===== config.mk =====
export PLATFORM = sky130hd
export DESIGN_NAME = xmoa_ctrl
export DESIGN_NICKNAME = d
export VERILOG_FILES = /design/src/xmoa_pkg.sv /design/src/xmoa_ctrl.sv
export SDC_FILE = /design/constraint.sdc
export NUM_CORES = 1
export LEC_CHECK = 0
export BUFFER_PORTS_ARGS = -buffer_cell sky130_fd_sc_hd__buf_4
export CORE_AREA = 4 4 41 43
export CTS_BUF_LIST = sky130_fd_sc_hd__clkbuf_2 sky130_fd_sc_hd__clkbuf_4 sky130_fd_sc_hd__clkbuf_8
export DETAILED_ROUTE_END_ITERATION = 16
export DIE_AREA = 0 0 45 47
export GPL_ROUTABILITY_DRIVEN = 0
export HOLD_SLACK_MARGIN = 0.06
export PLACE_DENSITY = 0.41
export SYNTH_ARGS = -nofsm -noshare
export SYNTH_HDL_FRONTEND = slang
export SYNTH_SLANG_ARGS = --single-unit

===== constraint.sdc =====
create_clock -name clk -period 1.5 [get_ports clk]
set_clock_uncertainty 0.2 [all_clocks]
set_input_delay 0.075 -clock clk [delete_from_list [all_inputs] [get_ports clk]]
set_output_delay 0.075 -clock clk [all_outputs]
set_load 0.03 [all_outputs]

===== src/xmoa_pkg.sv =====
// ----------------------------------------------------------------------------
// xmoa_pkg: shared types and constants for the modrm operand access unit
// item and result beats, controller commands and datapath status
// ----------------------------------------------------------------------------
`timescale 1ns / 1ps

package xmoa_pkg;

	localparam int NUM_REGS   = 16;
	localparam int REG_IDX_W  = 4;
	localparam int DATA_W     = 64;
	localparam int LANES      = 8;
	localparam int LANE_IDX_W = 3;
	localparam int CFG_IDX_W  = 2;
	localparam int CFG_DATA_W = 8;
	localparam int RAB_W      = 5;

	// operation codes
	localparam logic [1:0] OP_READ   = 2'd0;
	localparam logic [1:0] OP_WRITE  = 2'd1;
	localparam logic [1:0] OP_CACHED = 2'd2;

	// access size codes
	localparam logic [1:0] SIZE_BYTE  = 2'd0;
	localparam logic [1:0] SIZE_WORD  = 2'd1;
	localparam logic [1:0] SIZE_DWORD = 2'd2;
	localparam logic [1:0] SIZE_QWORD = 2'd3;

	// base and index selector codes
	localparam logic [4:0] SEL_NONE = 5'd16;
	localparam logic [4:0] SEL_RIP  = 5'd17;

	// configuration register indexes
	localparam logic [CFG_IDX_W-1:0] CFG_RAM_ADDR_BITS = 2'd0;
	localparam logic [CFG_IDX_W-1:0] CFG_RAM_PRESENT   = 2'd1;

	localparam logic [RAB_W-1:0] RAM_ADDR_BITS_RST = 5'd16;

	typedef struct packed {
		logic [1:0]         operation;
		logic [1:0]         access_size;
		logic               rex_present;
		logic [4:0]         base_select;
		logic [4:0]         index_select;
		logic [1:0]         scale_shift;
		logic signed [31:0] displacement;
		logic [63:0]        instr_address;
		logic [3:0]         instr_length;
		logic [63:0]        write_value;
	} xmoa_item_t;

	typedef struct packed {
		logic [63:0] read_value;
		logic [63:0] effective_address;
		logic        fault;
	} xmoa_result_t;

	typedef struct packed {
		logic                  we;
		logic [CFG_IDX_W-1:0]  index;
		logic [CFG_DATA_W-1:0] data;
	} xmoa_cfg_wr_t;

	// kind of work an item needs
	typedef enum logic [1:0] {
		KIND_NOP,
		KIND_REG,
		KIND_MEM,
		KIND_CACHED
	} xmoa_kind_t;

	typedef struct packed {
		logic load;
		logic reg_step;
		logic addr_sum;
		logic addr_disp;
		logic range_chk;
		logic mem_issue;
		logic finish;
	} xmoa_cmd_t;

	typedef struct packed {
		xmoa_kind_t kind;
	} xmoa_status_t;

endpackage


===== src/xmoa_ctrl.sv =====
// ----------------------------------------------------------------------------
// xmoa_ctrl: sequencer for the modrm operand access unit
// steps each item through decode and, for memory operands, address, range check and ram access
// ----------------------------------------------------------------------------
`timescale 1ns / 1ps

module xmoa_ctrl (
	input  logic                  clk,
	input  logic                  arst_n,
	input  logic                  start,
	output logic                  busy,
	output logic                  done,
	output xmoa_pkg::xmoa_cmd_t    cmd,
	input  xmoa_pkg::xmoa_status_t status
);
	import xmoa_pkg::*;

	typedef enum logic [2:0] {
		ST_IDLE,
		ST_DECODE,
		ST_DISP,
		ST_CHECK,
		ST_ACCESS,
		ST_COLLECT,
		ST_DONE
	} state_t;

	state_t state_q;
	state_t state_d;
	logic   busy_q;
	logic   done_q;
	logic   accept;

	assign accept = start && !busy_q;
	assign busy   = busy_q;
	assign done   = done_q;

	// next state
	always_comb begin
		state_d = state_q;
		unique case (state_q)
			ST_IDLE: begin
				if (accept) state_d = ST_DECODE;
			end
			ST_DECODE: begin
				unique case (status.kind)
					KIND_NOP, KIND_REG:     state_d = ST_DONE;
					KIND_MEM, KIND_CACHED:  state_d = ST_DISP;
				endcase
			end
			ST_DISP:    state_d = ST_CHECK;
			ST_CHECK:   state_d = ST_ACCESS;
			ST_ACCESS:  state_d = ST_COLLECT;
			ST_COLLECT: state_d = ST_DONE;
			ST_DONE: begin
				state_d = accept ? ST_DECODE : ST_IDLE;
			end
			default:    state_d = ST_IDLE;
		endcase
	end

	// datapath commands
	always_comb begin
		cmd           = '0;
		cmd.load      = accept;
		cmd.reg_step  = (state_q == ST_DECODE) &&
		                (status.kind == KIND_NOP || status.kind == KIND_REG);
		cmd.addr_sum  = (state_q == ST_DECODE) &&
		                (status.kind == KIND_MEM || status.kind == KIND_CACHED);
		cmd.addr_disp = (state_q == ST_DISP);
		cmd.range_chk = (state_q == ST_CHECK);
		cmd.mem_issue = (state_q == ST_ACCESS);
		cmd.finish    = (state_q == ST_COLLECT);
	end

	// state and registered handshake outputs
	always_ff @(posedge clk or negedge arst_n) begin
		if (!arst_n) begin
			state_q <= ST_IDLE;
			busy_q  <= 1'b0;
			done_q  <= 1'b0;
		end else begin
			state_q <= state_d;
			busy_q  <= (state_d != ST_IDLE) && (state_d != ST_DONE);
			done_q  <= (state_d == ST_DONE);
		end
	end

endmodule


-- Word level (Yosys, flattened, before mapping)
Cells that the tools add are included.
- flip-flop bits (word level): 5
- bits in latches: 0
- bits in writable memories: 0
- bits in read-only memories: 0
- bits of input ports: 5
- output and inout bits: 9
- word-level logic and storage cells: 30
- memories: 0
- add/subtract/negate cells: 0
- multipliers: 0
- divide/modulo/power cells: 0
- order comparisons: 0
- equal/unequal tests: 11
- shifts and indexed selects: 0
- muxes and demuxes: 4
- bitwise logic cells: 0
- reductions and logical operators: 12
- operators with widths (operator ; count):
    3-bit case mux with 7 select lines ; 1
    3-bit == test (second input constant) ; 4
    3-bit by 2-bit == test with 1-bit output (second input constant) ; 2
    3-bit case mux with 2 select lines ; 1
    2-bit == test (second input constant) ; 2
    1-bit logical AND ; 4
    2-bit OR reduction ; 2
    3-bit by 1-bit == test with 1-bit output (second input constant) ; 1
    3-bit logical NOT ; 1
    3-bit two-way mux ; 1
    3-bit != test (second input constant) ; 1
    3-bit nonzero test ; 1
    2-bit by 1-bit == test with 1-bit output (second input constant) ; 1
    2-bit logical NOT ; 1
    1-bit logical OR ; 2
    1-bit logical NOT ; 1
    1-bit two-way mux ; 1

-- Longest topological paths before layout
Gate-level depths: netlist (run 1).
- depth after elaboration: 6
- gate-level depth with buffers: 3
- depth with buffers taken out: 3

-- Worst setup path before layout (run 1)
No wires, ideal clock.
- path type: reg-to-output
- from: register state_q[1]
- to: output port cmd[4] in the netlist's numbering
- data arrival time: 1.256 ns
- required time: 1.225 ns
- setup slack: -0.031 ns
- stages on the path, launching flop included: 3
- buffers on the path: 0
- cell sequence: dfrtp_1 nand2b_2 nor3_1
- RTL lines (element ; RTL line ; source):
    start: declaration ; xmoa_ctrl.sv:28 ; state_t state_q;
    start signal: assignment ; xmoa_ctrl.sv:83 ; state_q <= state_d;
    end: declaration ; xmoa_ctrl.sv:13 ; output xmoa_pkg::xmoa_cmd_t cmd,

==> summary.md, run 1 <==
| Metric | Value |
|---|---|
| Routed WL | 722 um |
| Required time at the endpoint of the critical path | 1220 ps |
| Leakage | around 0.22 nW |
| Top library cells by usage in the layout, fill and taps aside | sky130_fd_sc_hd__buf_4, sky130_fd_sc_hd__clkbuf_4, sky130_fd_sc_hd__dlygate4sd3_1 |
| Net switching power | 0.470 mW |
| Detailed-placement wirelength estimate | around 500 um |
| Final nets | 52 |
| Io pins | 14 |
| Number of clock sinks | 5 |
| Clock tree from TritonCTS | built |
| Result of the run | finished clean |
| Relative slew slack | 0.845 |
| Synthesis-to-finish area growth | 73.6% |
| Number of cells on the worst hold path | 1 |
| Fraction of post-synthesis cell area in the top cell type by area | 0.498 |
| Height of the chip | 47 um |
| Worst vdd ir | around 730 uV |
| Length of the first detailed-routing pass in iterations | 1 |
| Final critical-path required period | 1440 ps |
| Cell area power density | 2310 nW/um2 |
| Sw Share | 0.465 |
| Total Die Area | 2120 um2 |
| Final slew viol count | 0 |
| Number of distinct library cell variants in the gate-level netlist after synthesis | 15 |
| Number of global-route vias before repair | ~290 |
| Worst reg-to-reg path cell count | 3 |
| Synth Net Count | 33 |
| Actual slew at the worst max-slew pin | 232 ps |
| Area leader, netlist | sky130_fd_sc_hd__dfrtp_1 |
| Clock H-tree levels | 1 |
| Num rows | 13 |
| Share of async-settable or async-resettable flops after synthesis | 1.00 |
| Final setup fails | 0 |
| Root buf cell | sky130_fd_sc_hd__clkbuf_4 |
| Hold Path Sink | busy |
| Proportion of power drawn by flip-flops and latches | 0.303 |
| PortBufs | 12 |
| First-pass GRT wire length | 1.20 mm |
| Internal power of the cells | 0.540 mW |
| Core area | 1300 um2 |
| Final Hold Viols | 0 |
| Most area-consuming cells after synthesis | sky130_fd_sc_hd__dfrtp_1, sky130_fd_sc_hd__nand2b_2, sky130_fd_sc_hd__o21ai_0, sky130_fd_sc_hd__inv_1, sky130_fd_sc_hd__nor2_1 |
| # DRC | 0 |
| Worst R2R Start | state_q[1] |
| N_diodes | 0 |
| Pwr Total | 1.01 mW |
| Post-CTS setup-driven buffer insertion count | 0 |
| Vias per std cell | 4.26 |
| Pre-CTS WS | 189 ps |
| Global-route usage over all layers | 0.0817 |
| Count of nets left with antenna violations after detail routing | 0 |
| Maximum number of pins on one net before global-route repair | 10 |
| Critical path startpoint category | flip-flop |
| CP Capture Type | output pin |
| Layout cell share with drive strength beyond 1 | 0.543 |
| Maximum number of buffers from clock root to sink | 2 |
| Number of buffers added by the clock tree synthesis step | 3 |
| Most frequent standard cell in the layout excluding fill and tap cells | sky130_fd_sc_hd__buf_4 |
| Global-route congestion overflow total | 0 |
| Post-Synthesis Cell Area | 251 um2 |
| Initial antenna violation count | 0 |
| Number of enable-type register cells in the synthesized netlist | 0 |
| # Max-Cap Violations | 0 |
| Worst hold-check path type | flip-flop to flip-flop |
| Via Count | 260 |
| WS Path Type | flip-flop to output pin |
| Sequential area share after synthesis | 0.498 |
| Main synth FF type | sky130_fd_sc_hd__dfrtp_1 |
| Die Width | 45 um |
| Combinational cell fraction of total power | 0.525 |
| R2r setup slk | between 300 and 400 ps |
| Largest fanout of any net on the critical path | 6 |
| Yosys reg bits | 5 |
| Mapped Cells | 28 |
| Iteration-0 DRC count of the detailed router | 0 |
| Routed length per instance | 11.8 um |
| Worst flop-to-flop path endpoint | busy |
| Final period util | 0.960 |
| Clock slew seen by the registers of the worst setup and hold paths | roughly 40 ps |
| Synth Area per Inst | 8.98 um2 |
| Worst-case setup margin in the final layout | approximately 60 ps |
| Initial core utilization | 0.193 |
| Total of warnings raised by yosys | 0 |
| Latest clock arrival within the worst-skew pair | 240 ps |
| Portion of total power attributed to the clock network | 0.172 |
| Startpoint of the worst hold path | state_q[2] |
| Arrival time worst endpoint | 1160 ps |
| Highest Clock Rate | a little under 0.7 GHz |
-- power by group through the flow --
stage / logic (mW) / registers [mW] / clock network [mW]
finish: 0.530 / 0.306 / 0.174
global placement: 0.509 / 0.283 / 0
CTS: 0.529 / 0.290 / 0.181
global route: 0.578 / 0.321 / 0.189
detailed placement: 0.505 / 0.285 / 0
floorplan: 0.329 / 0.292 / 0
-- how the worst max path moves through the flow --
stage / to / cells after the start / slack, ps / from
floorplan: cmd[4] / 2 / -30 / state_q[1]
global placement: cmd[4] / 3 / 260 / state_q[1]
detailed placement: cmd[4] / 3 / 190 / state_q[1]
CTS: cmd[3] / 4 / 0.6 / state_q[2]
global route: cmd[3] / 4 / -4 / state_q[2]
finish: cmd[3] / 4 / 60 / state_q[2]
-- sequential cells by signal, indices dropped and copies added (netlist names) --
signal	count
busy	1
state_q	3
done	1
-- cell usage after synthesis (2+ instances only) --
master / instances
sky130_fd_sc_hd__nand2b_2: 2
sky130_fd_sc_hd__o21ai_0: 3
sky130_fd_sc_hd__nor2_1: 3
sky130_fd_sc_hd__inv_1: 3
sky130_fd_sc_hd__dfrtp_1: 5
sky130_fd_sc_hd__a21oi_1: 2
sky130_fd_sc_hd__nor3_1: 2
-- through the flow --
step / cells / util / hold slack, ps / instance area (um2) / TNS [ps]
finish: 61 / 0.336 / 361 / 437 / 0
global placement: 53 / 0.267 / -323 / 348 / 0
CTS: 61 / 0.329 / 361 / 428 / 0
global route: 61 / 0.336 / 390 / 437 / -4.48
floorplan: 28 / - / -421 / 251 / -62.9
detailed placement: 53 / 0.267 / -323 / 348 / 0
-- critical path: stages, from the launching register on --
cell and delay (ps):
sky130_fd_sc_hd__dfrtp_2 460, sky130_fd_sc_hd__inv_2 100, sky130_fd_sc_hd__nand2_1 100, sky130_fd_sc_hd__nor2_1 100, sky130_fd_sc_hd__buf_4 160
-- cells by family (layout without fill, tap and decap cells) --
family / Yosys count / count (layout) / synth area share
AOI/OAI and AO/OA: 8 / 8 / 0.189
buffers and inverters: 5 / 23 / 0.0945
DFF: 5 / 5 / 0.498
and+or+nand+nor: 10 / 10 / 0.219
-- timing repair --
action	4_1_cts	5_1_grt
hold endpoints to repair	9	0
resized for setup	2	5
setup endpoints to repair	2	5
hold buffers	4	0
-- metal layers --
| layer | wire, um | GRT usage | vias up |
|---|---|---|---|
| met5 | 0 | 0 | - |
| met1 | 264 | 0.0783 | 123 |
| met2 | 404 | 0.141 | 10 |
| li1 | - | - | 127 |
| met4 | 0 | 0.0702 | 0 |
| met3 | 53 | 0.0268 | 0 |
-- final cells by class --
class / instances / area (um2)
fillers: 148 / 865
repair buffers: 16 / 130
flip-flops and latches: 5 / 129
multi-input cells: 18 / 118
clock buffers: 4 / 30.0
well taps: 15 / 18.8
inverters: 3 / 11.3
No activity file was read; power rests on OpenSTA's default activity.
==> run 2, diff against run 1 <==
- PLACE_DENSITY: 0.41 -> 0.39
- RECOVER_POWER: unset -> 25
==> run 2 against run 1 <==
Net effect: final cell count is the same; wire length shrank 8.0%; largest cell class is now flip-flops and latches; hold slack lost 3.9 ps; non-clock buffer count is the same; sequential share of layout area grew 0.31 points; via count grew 1.5%; critical endpoint unchanged; maximum frequency grew 1.1%; die area is the same; register-to-register slack is essentially flat.
==> summary.md, run 2 (synthesis results as in run 1) <==
| Metric | Value |
|---|---|
| Result of the run | finished clean |
| Cell area power density | 2280 nW/um2 (-1.5%) |
| R2r setup slk | 360 ps (about the same) |
| Arrival time worst endpoint | 1150 ps (about the same) |
| Worst vdd ir | 596 uV (-19%) |
| First-pass GRT wire length | 1.02 mm (-15%) |
| Io pins | 14 (unchanged) |
| Relative slew slack | 0.755 (-0.0896) |
| Most frequent standard cell in the layout excluding fill and tap cells | sky130_fd_sc_hd__buf_4 |
| Highest Clock Rate | 0.702 GHz (+1.1%) |
| Final period util | 0.950 (-0.0103) |
| # DRC | 0 (unchanged) |
| Final setup fails | 0 (unchanged) |
| Worst hold-check path type | flip-flop to flip-flop |
| Die Width | 45 um (unchanged) |
| Total Die Area | 2120 um2 (unchanged) |
| Final nets | 52 (unchanged) |
| Routed length per instance | 10.9 um (-8.0%) |
| Worst Hold Margin | 357 ps (-3.91 ps) |
| # Max-Cap Violations | 0 (unchanged) |
| Maximum number of pins on one net before global-route repair | 10 (unchanged) |
| Count of nets left with antenna violations after detail routing | 0 (unchanged) |
| Worst-case setup margin in the final layout | 75.6 ps (+15.5 ps) |
| Height of the chip | 47 um (unchanged) |
| WS Path Type | flip-flop to output pin |
| Clock tree from TritonCTS | built |
| Pwr Total | 0.975 mW (-3.5%) |
| Required time at the endpoint of the critical path | 1220 ps (about the same) |
| Number of flip-flops in the largest register | 3 (unchanged) |
| Via Count | 264 (+1.5%) |
| Maximum number of buffers from clock root to sink | 2 (unchanged) |
| Layout cell share with drive strength beyond 1 | 0.478 (-0.0652) |
| Final critical-path required period | 1420 ps (-15.5 ps) |
| Global-route congestion overflow total | 0 (unchanged) |
| Core area | 1300 um2 (unchanged) |
| Root buf cell | sky130_fd_sc_hd__clkbuf_4 |
| PortBufs | 12 (unchanged) |
| Count of placed standard cells in the final layout, fillers left out | 61 (unchanged) |
| Number of clock sinks | 5 (unchanged) |
| Initial core utilization | 0.193 (unchanged) |
| Top library cells by usage in the layout, fill and taps aside | sky130_fd_sc_hd__buf_4, sky130_fd_sc_hd__clkbuf_4, sky130_fd_sc_hd__dlygate4sd3_1 |
| Clock H-tree levels | 1 (unchanged) |
| Synthesis-to-finish area growth | 70.1% |
| RSZ-0062 raised after global routing | false |
| Number of buffers added by the clock tree synthesis step | 3 (unchanged) |
| Vias per std cell | 4.33 (+1.5%) |
| Clock slew seen by the registers of the worst setup and hold paths | 40 ps (about the same) |
| CP Capture Type | output pin |
| Critical path startpoint category | flip-flop |
| Actual slew at the worst max-slew pin | 369 ps (+137 ps) |
| Final Hold Viols | 0 (unchanged) |
| Num rows | 13 (unchanged) |
| Placed Cells incl. Taps | 53 (unchanged) |
| Length of the first detailed-routing pass in iterations | 5 (+4) |
| Post-CTS setup-driven buffer insertion count | 0 (unchanged) |
| Iteration-0 DRC count of the detailed router | 2 (+2) |
| Register name with the most flops | state_q |
| N_diodes | 0 (unchanged) |
| Global-route usage over all layers | 0.0707 (-0.0111) |
| Leakage | 0.212 nW (-3.0%) |
| Number of global-route vias before repair | 240 (-17%) |
| Largest fanout of any net on the critical path | 6 (unchanged) |
| Routed WL | 664 um (-8.0%) |
| Pre-CTS WS | 271 ps (+81.4 ps) |
| Latest clock arrival within the worst-skew pair | 240 ps (about the same) |
| Final slew viol count | 0 (unchanged) |
| Initial antenna violation count | 0 (unchanged) |
-- run 2: changes by cell type in the layout (fill, tap and decap cells not counted), sizes merged --
cell | before | now
clkbuf | 4 | 6
buf | 12 | 10
-- run 2: per-stage QoR --
step	setup TNS [ps]	util	cell area [um2]
floorplan	-62.9	-	251
global placement	0	0.267	348
detailed placement	0	0.267	348
CTS	0	0.325	423
global route	0	0.329	428
finish	0	0.329	428
-- run 2: repair_timing --
| item | CTS | global route |
|---|---|---|
| endpoints found under the setup margin | 1 | 4 |
| cloned | 0 | 0 |
| pin swaps | 0 | 0 |
| endpoints found under the hold margin | 9 | 0 |
| resized for setup | 1 | 5 |
| hold buffers | 4 | 0 |
-- run 2: path summary, 6_finish.rpt --
check                            from          to  depth (start not counted)
hold reg to reg            state_q[0]  state_q[0]                          1
setup / recovery           state_q[2]      cmd[3]                          4
max in group asynchronous      arst_n  state_q[2]                          3
min in group asynchronous      arst_n        busy                          3
setup reg to reg           state_q[1]        busy                          3
hold / removal             state_q[0]  state_q[0]                          1
-- run 2: final cells by class --
cell class              count  area, um2
clock buffers               4       30.0
fillers                   146        873
inverters                   3       11.3
multi-input cells          18        118
flip-flops and latches      5        128
well taps                  15       18.8
repair buffers             16        123
-- run 2: worst max-delay path, cell delays in order, from the launching register on --
cell	delay, ps
sky130_fd_sc_hd__dfrtp_2	460
sky130_fd_sc_hd__inv_2	100
sky130_fd_sc_hd__nand2_1	90
sky130_fd_sc_hd__nor2_1	100
sky130_fd_sc_hd__buf_4	160
-- run 2: power breakdown --
part	internal [mW]	total, mW	switching [mW]
Combinational	0.193	0.507	0.314
Sequential	0.206	0.300	0.0940
Clock	0.118	0.168	0.0500
-- run 2: per-layer routing --
| layer | vias to the layer above | share of wire | GRT usage |
|---|---|---|---|
| li1 | 127 | - | - |
| met1 | 128 | 0.41 | 0.0831 |
| met2 | 9 | 0.49 | 0.107 |
| met3 | 0 | 0.096 | 0.0460 |
| met4 | 0 | 0 | 0.0175 |
| met5 | - | 0 | 0 |
==> run 3, diff against run 2 <==
- ABC_AREA: unset -> 1
- PLACE_DENSITY: 0.39 -> unset
- PLACE_DENSITY_LB_ADDON: unset -> 0.05
==> run 3 against run 2 <==
Net effect: total power up 5.1%; setup slack better by 23 ps; sequential share of layout area down 1.7 points; flip-flop and latch count unchanged; via count up 8.3%; largest cell class unchanged; highest routed layer is now met4.
==> summary.md, run 3 <==
| Metric | Value |
|---|---|
| Final Hold Viols | 0 (unchanged) |
| Worst vdd ir | 678 uV (+14%) |
| Final setup fails | 0 (unchanged) |
| CP Capture Type | output pin |
| Fraction of post-synthesis cell area in the top cell type by area | 0.459 (-0.0388) |
| Portion of total power attributed to the clock network | 0.166 (-0.007) |
| Routed WL | 639 um (-3.8%) |
| Net switching power | 0.511 mW (+12%) |
| WS Path Type | flip-flop to output pin |
| Proportion of power drawn by flip-flops and latches | 0.250 (-0.057) |
| Initial core utilization | 0.210 (+0.0163) |
| Area leader, netlist | sky130_fd_sc_hd__dfrtp_1 |
| Io pins | 14 (unchanged) |
| Number of global-route vias before repair | 273 (+14%) |
| Leakage | 0.266 nW (+26%) |
| Maximum number of buffers from clock root to sink | 2 (unchanged) |
| Main synth FF type | sky130_fd_sc_hd__dfrtp_1 |
| Initial antenna violation count | 0 (unchanged) |
| Sw Share | 0.499 (+0.0292) |
| Total Die Area | 2120 um2 (unchanged) |
| Most frequent cells after synthesis | sky130_fd_sc_hd__inv_1, sky130_fd_sc_hd__nand2_1, sky130_fd_sc_hd__dfrtp_1, sky130_fd_sc_hd__inv_2, sky130_fd_sc_hd__nor2_1 |
| Mapped Cells | 38 (+36%) |
| Routed length per instance | 8.88 um (-18%) |
| Root buf cell | sky130_fd_sc_hd__clkbuf_4 |
| Num rows | 13 (unchanged) |
| Required time at the endpoint of the critical path | 1220 ps (about the same) |
| Vias per std cell | 3.97 (-8.2%) |
| Most frequent standard cell in the layout excluding fill and tap cells | sky130_fd_sc_hd__buf_4 |
| RSZ-0062 raised after global routing | false |
| Via Count | 286 (+8.3%) |
| Cell area power density | 2310 nW/um2 (+1.2%) |
| Global-route congestion overflow total | 0 (unchanged) |
| Iteration-0 DRC count of the detailed router | 2 (unchanged) |
| PortBufs | 12 (unchanged) |
| Arrival time worst endpoint | 1130 ps (-20 ps) |
| Final nets | 63 (+21%) |
| Final slew viol count | 0 (unchanged) |
| Post-Synthesis Cell Area | 273 um2 (+8.5%) |
| # Max-Cap Violations | 0 (unchanged) |
| Yosys reg bits | 5 (unchanged) |
| Total of warnings raised by yosys | 0 (unchanged) |
| Core area | 1300 um2 (unchanged) |
| Fillers | 157 (+7.5%) |
| Number of clock sinks | 5 (unchanged) |
| Result of the run | finished clean |
| Synth Area per Inst | 7.18 um2 (-20%) |
| Register name with the most flops | state_q |
| Count of nets left with antenna violations after detail routing | 0 (unchanged) |
| Share of async-settable or async-resettable flops after synthesis | 1.00 (unchanged) |
| Highest Clock Rate | 0.714 GHz (+1.6%) |
| Worst-case setup margin in the final layout | 98.6 ps (+23.0 ps) |
| Layout cell share with drive strength beyond 1 | 0.404 (-0.0748) |
| Clock tree from TritonCTS | built |
| Pre-CTS WS | 271 ps (+0.937 ps) |
| Height of the chip | 47 um (unchanged) |
| Post-CTS setup-driven buffer insertion count | 0 (unchanged) |
| Top library cells by usage in the layout, fill and taps aside | sky130_fd_sc_hd__buf_4, sky130_fd_sc_hd__inv_1, sky130_fd_sc_hd__nand2_1 |
| Internal power of the cells | 0.513 mW (-0.72%) |
| N_diodes | 0 (unchanged) |
| Critical path startpoint category | flip-flop |
| Number of enable-type register cells in the synthesized netlist | 0 (unchanged) |
| Length of the first detailed-routing pass in iterations | 2 (-3) |
| Latest clock arrival within the worst-skew pair | 240 ps (about the same) |
| Maximum number of pins on one net before global-route repair | 7 (-3) |
| Final critical-path required period | 1400 ps (-23.0 ps) |
| Setup_tns | 0 ps (unchanged) |
| Clock H-tree levels | 1 (unchanged) |
| Relative slew slack | 0.757 (+0.00172) |
| Number of distinct library cell variants in the gate-level netlist after synthesis | 11 (-4) |
| Combinational cell fraction of total power | 0.584 (+0.064) |
| Worst hold-check path type | flip-flop to flip-flop |
| Clock slew seen by the registers of the worst setup and hold paths | 40 ps (about the same) |
| # DRC | 0 (unchanged) |
| Actual slew at the worst max-slew pin | 366 ps (-2.59 ps) |
| Synthesis-to-finish area growth | 62.8% |
| Global-route usage over all layers | 0.0777 (+0.00696) |
| Detailed-placement wirelength estimate | 536 um |
| Largest fanout of any net on the critical path | 3 (-3) |
| Number of flip-flops in the largest register | 3 (unchanged) |
| Most area-consuming cells after synthesis | sky130_fd_sc_hd__dfrtp_1, sky130_fd_sc_hd__inv_1, sky130_fd_sc_hd__nand2_1, sky130_fd_sc_hd__a31oi_2, sky130_fd_sc_hd__nand2_2 |
| First-pass GRT wire length | 1.10 mm (+7.4%) |
| Number of buffers added by the clock tree synthesis step | 3 (unchanged) |
| Die Width | 45 um (unchanged) |
| Synth Net Count | 43 (+30%) |
| Sequential area share after synthesis | 0.459 (-0.0388) |
| Final period util | 0.934 (-0.0153) |
==> run 3: routing by layer <==
layer	global-route usage	share of wire	wire length [um]	up-vias
met5	0	0	0	-
met4	0.0702	0.033	21	0
met3	0.0421	0.11	70	3
met2	0.116	0.45	289	11
met1	0.0780	0.40	258	123
li1	-	-	-	149
==> run 3: stage by stage <==
stage                     power (mW)  area, um2  utilization  hold WS, ps  cells
after global placement         0.865        379        0.291         -322     64
final                           1.02        444        0.341          408     72
after global routing            1.13        444        0.341          458     72
after CTS                       1.05        449        0.345          400     72
after floorplan                0.682        278            -         -421     38
after detailed placement       0.867        379        0.291         -319     64
==> run 3: path summary, 6_finish.rpt <==
path	slack (ps)	end	start	depth (start not counted)
max reg2reg	270	busy	state_q[2]	7
max	100	cmd[4]	state_q[1]	4
min reg2reg	410	state_q[2]	state_q[0]	2
max in group asynchronous	350	state_q[1]	arst_n	3
min	410	state_q[2]	state_q[0]	2
min in group asynchronous	550	done	arst_n	3
==> run 3: critical path, stage by stage (launching register included) <==
cell                      delay (ps)
sky130_fd_sc_hd__dfrtp_1         400
sky130_fd_sc_hd__inv_2            90
sky130_fd_sc_hd__nand2_1          80
sky130_fd_sc_hd__nor3_1          140
sky130_fd_sc_hd__buf_4           190
==> run 3: cell families after synthesis <==
family / share of synthesized area
AND/OR/NAND/NOR: 0.284
buffers and inverters: 0.193
flip-flops: 0.459
AO/OA/AOI/OAI: 0.0642
==> run 3: layout make-up <==
type,count,area [um2],area share
clock buffers,4,30.0,0.0676
inverters,12,45.0,0.101
multi-input cells,20,103,0.231
flip-flops and latches,5,125,0.282
well taps,15,18.8,0.0423
repair buffers,16,123,0.276
==> run 3: power by group through the flow <==
| stage | clock network [mW] | registers, mW | logic [mW] |
|---|---|---|---|
| detailed placement | 0 | 0.255 | 0.613 |
| global route | 0.184 | 0.265 | 0.679 |
| global placement | 0 | 0.253 | 0.612 |
| CTS | 0.178 | 0.253 | 0.623 |
| finish | 0.170 | 0.256 | 0.598 |
| floorplan | 0 | 0.291 | 0.391 |
==> run 3: what timing repair did <==
item                       CTS  global route
setup endpoints to repair    0             3
hold buffers                 4             0
hold endpoints to repair     7             0
gates resized for setup      0             2
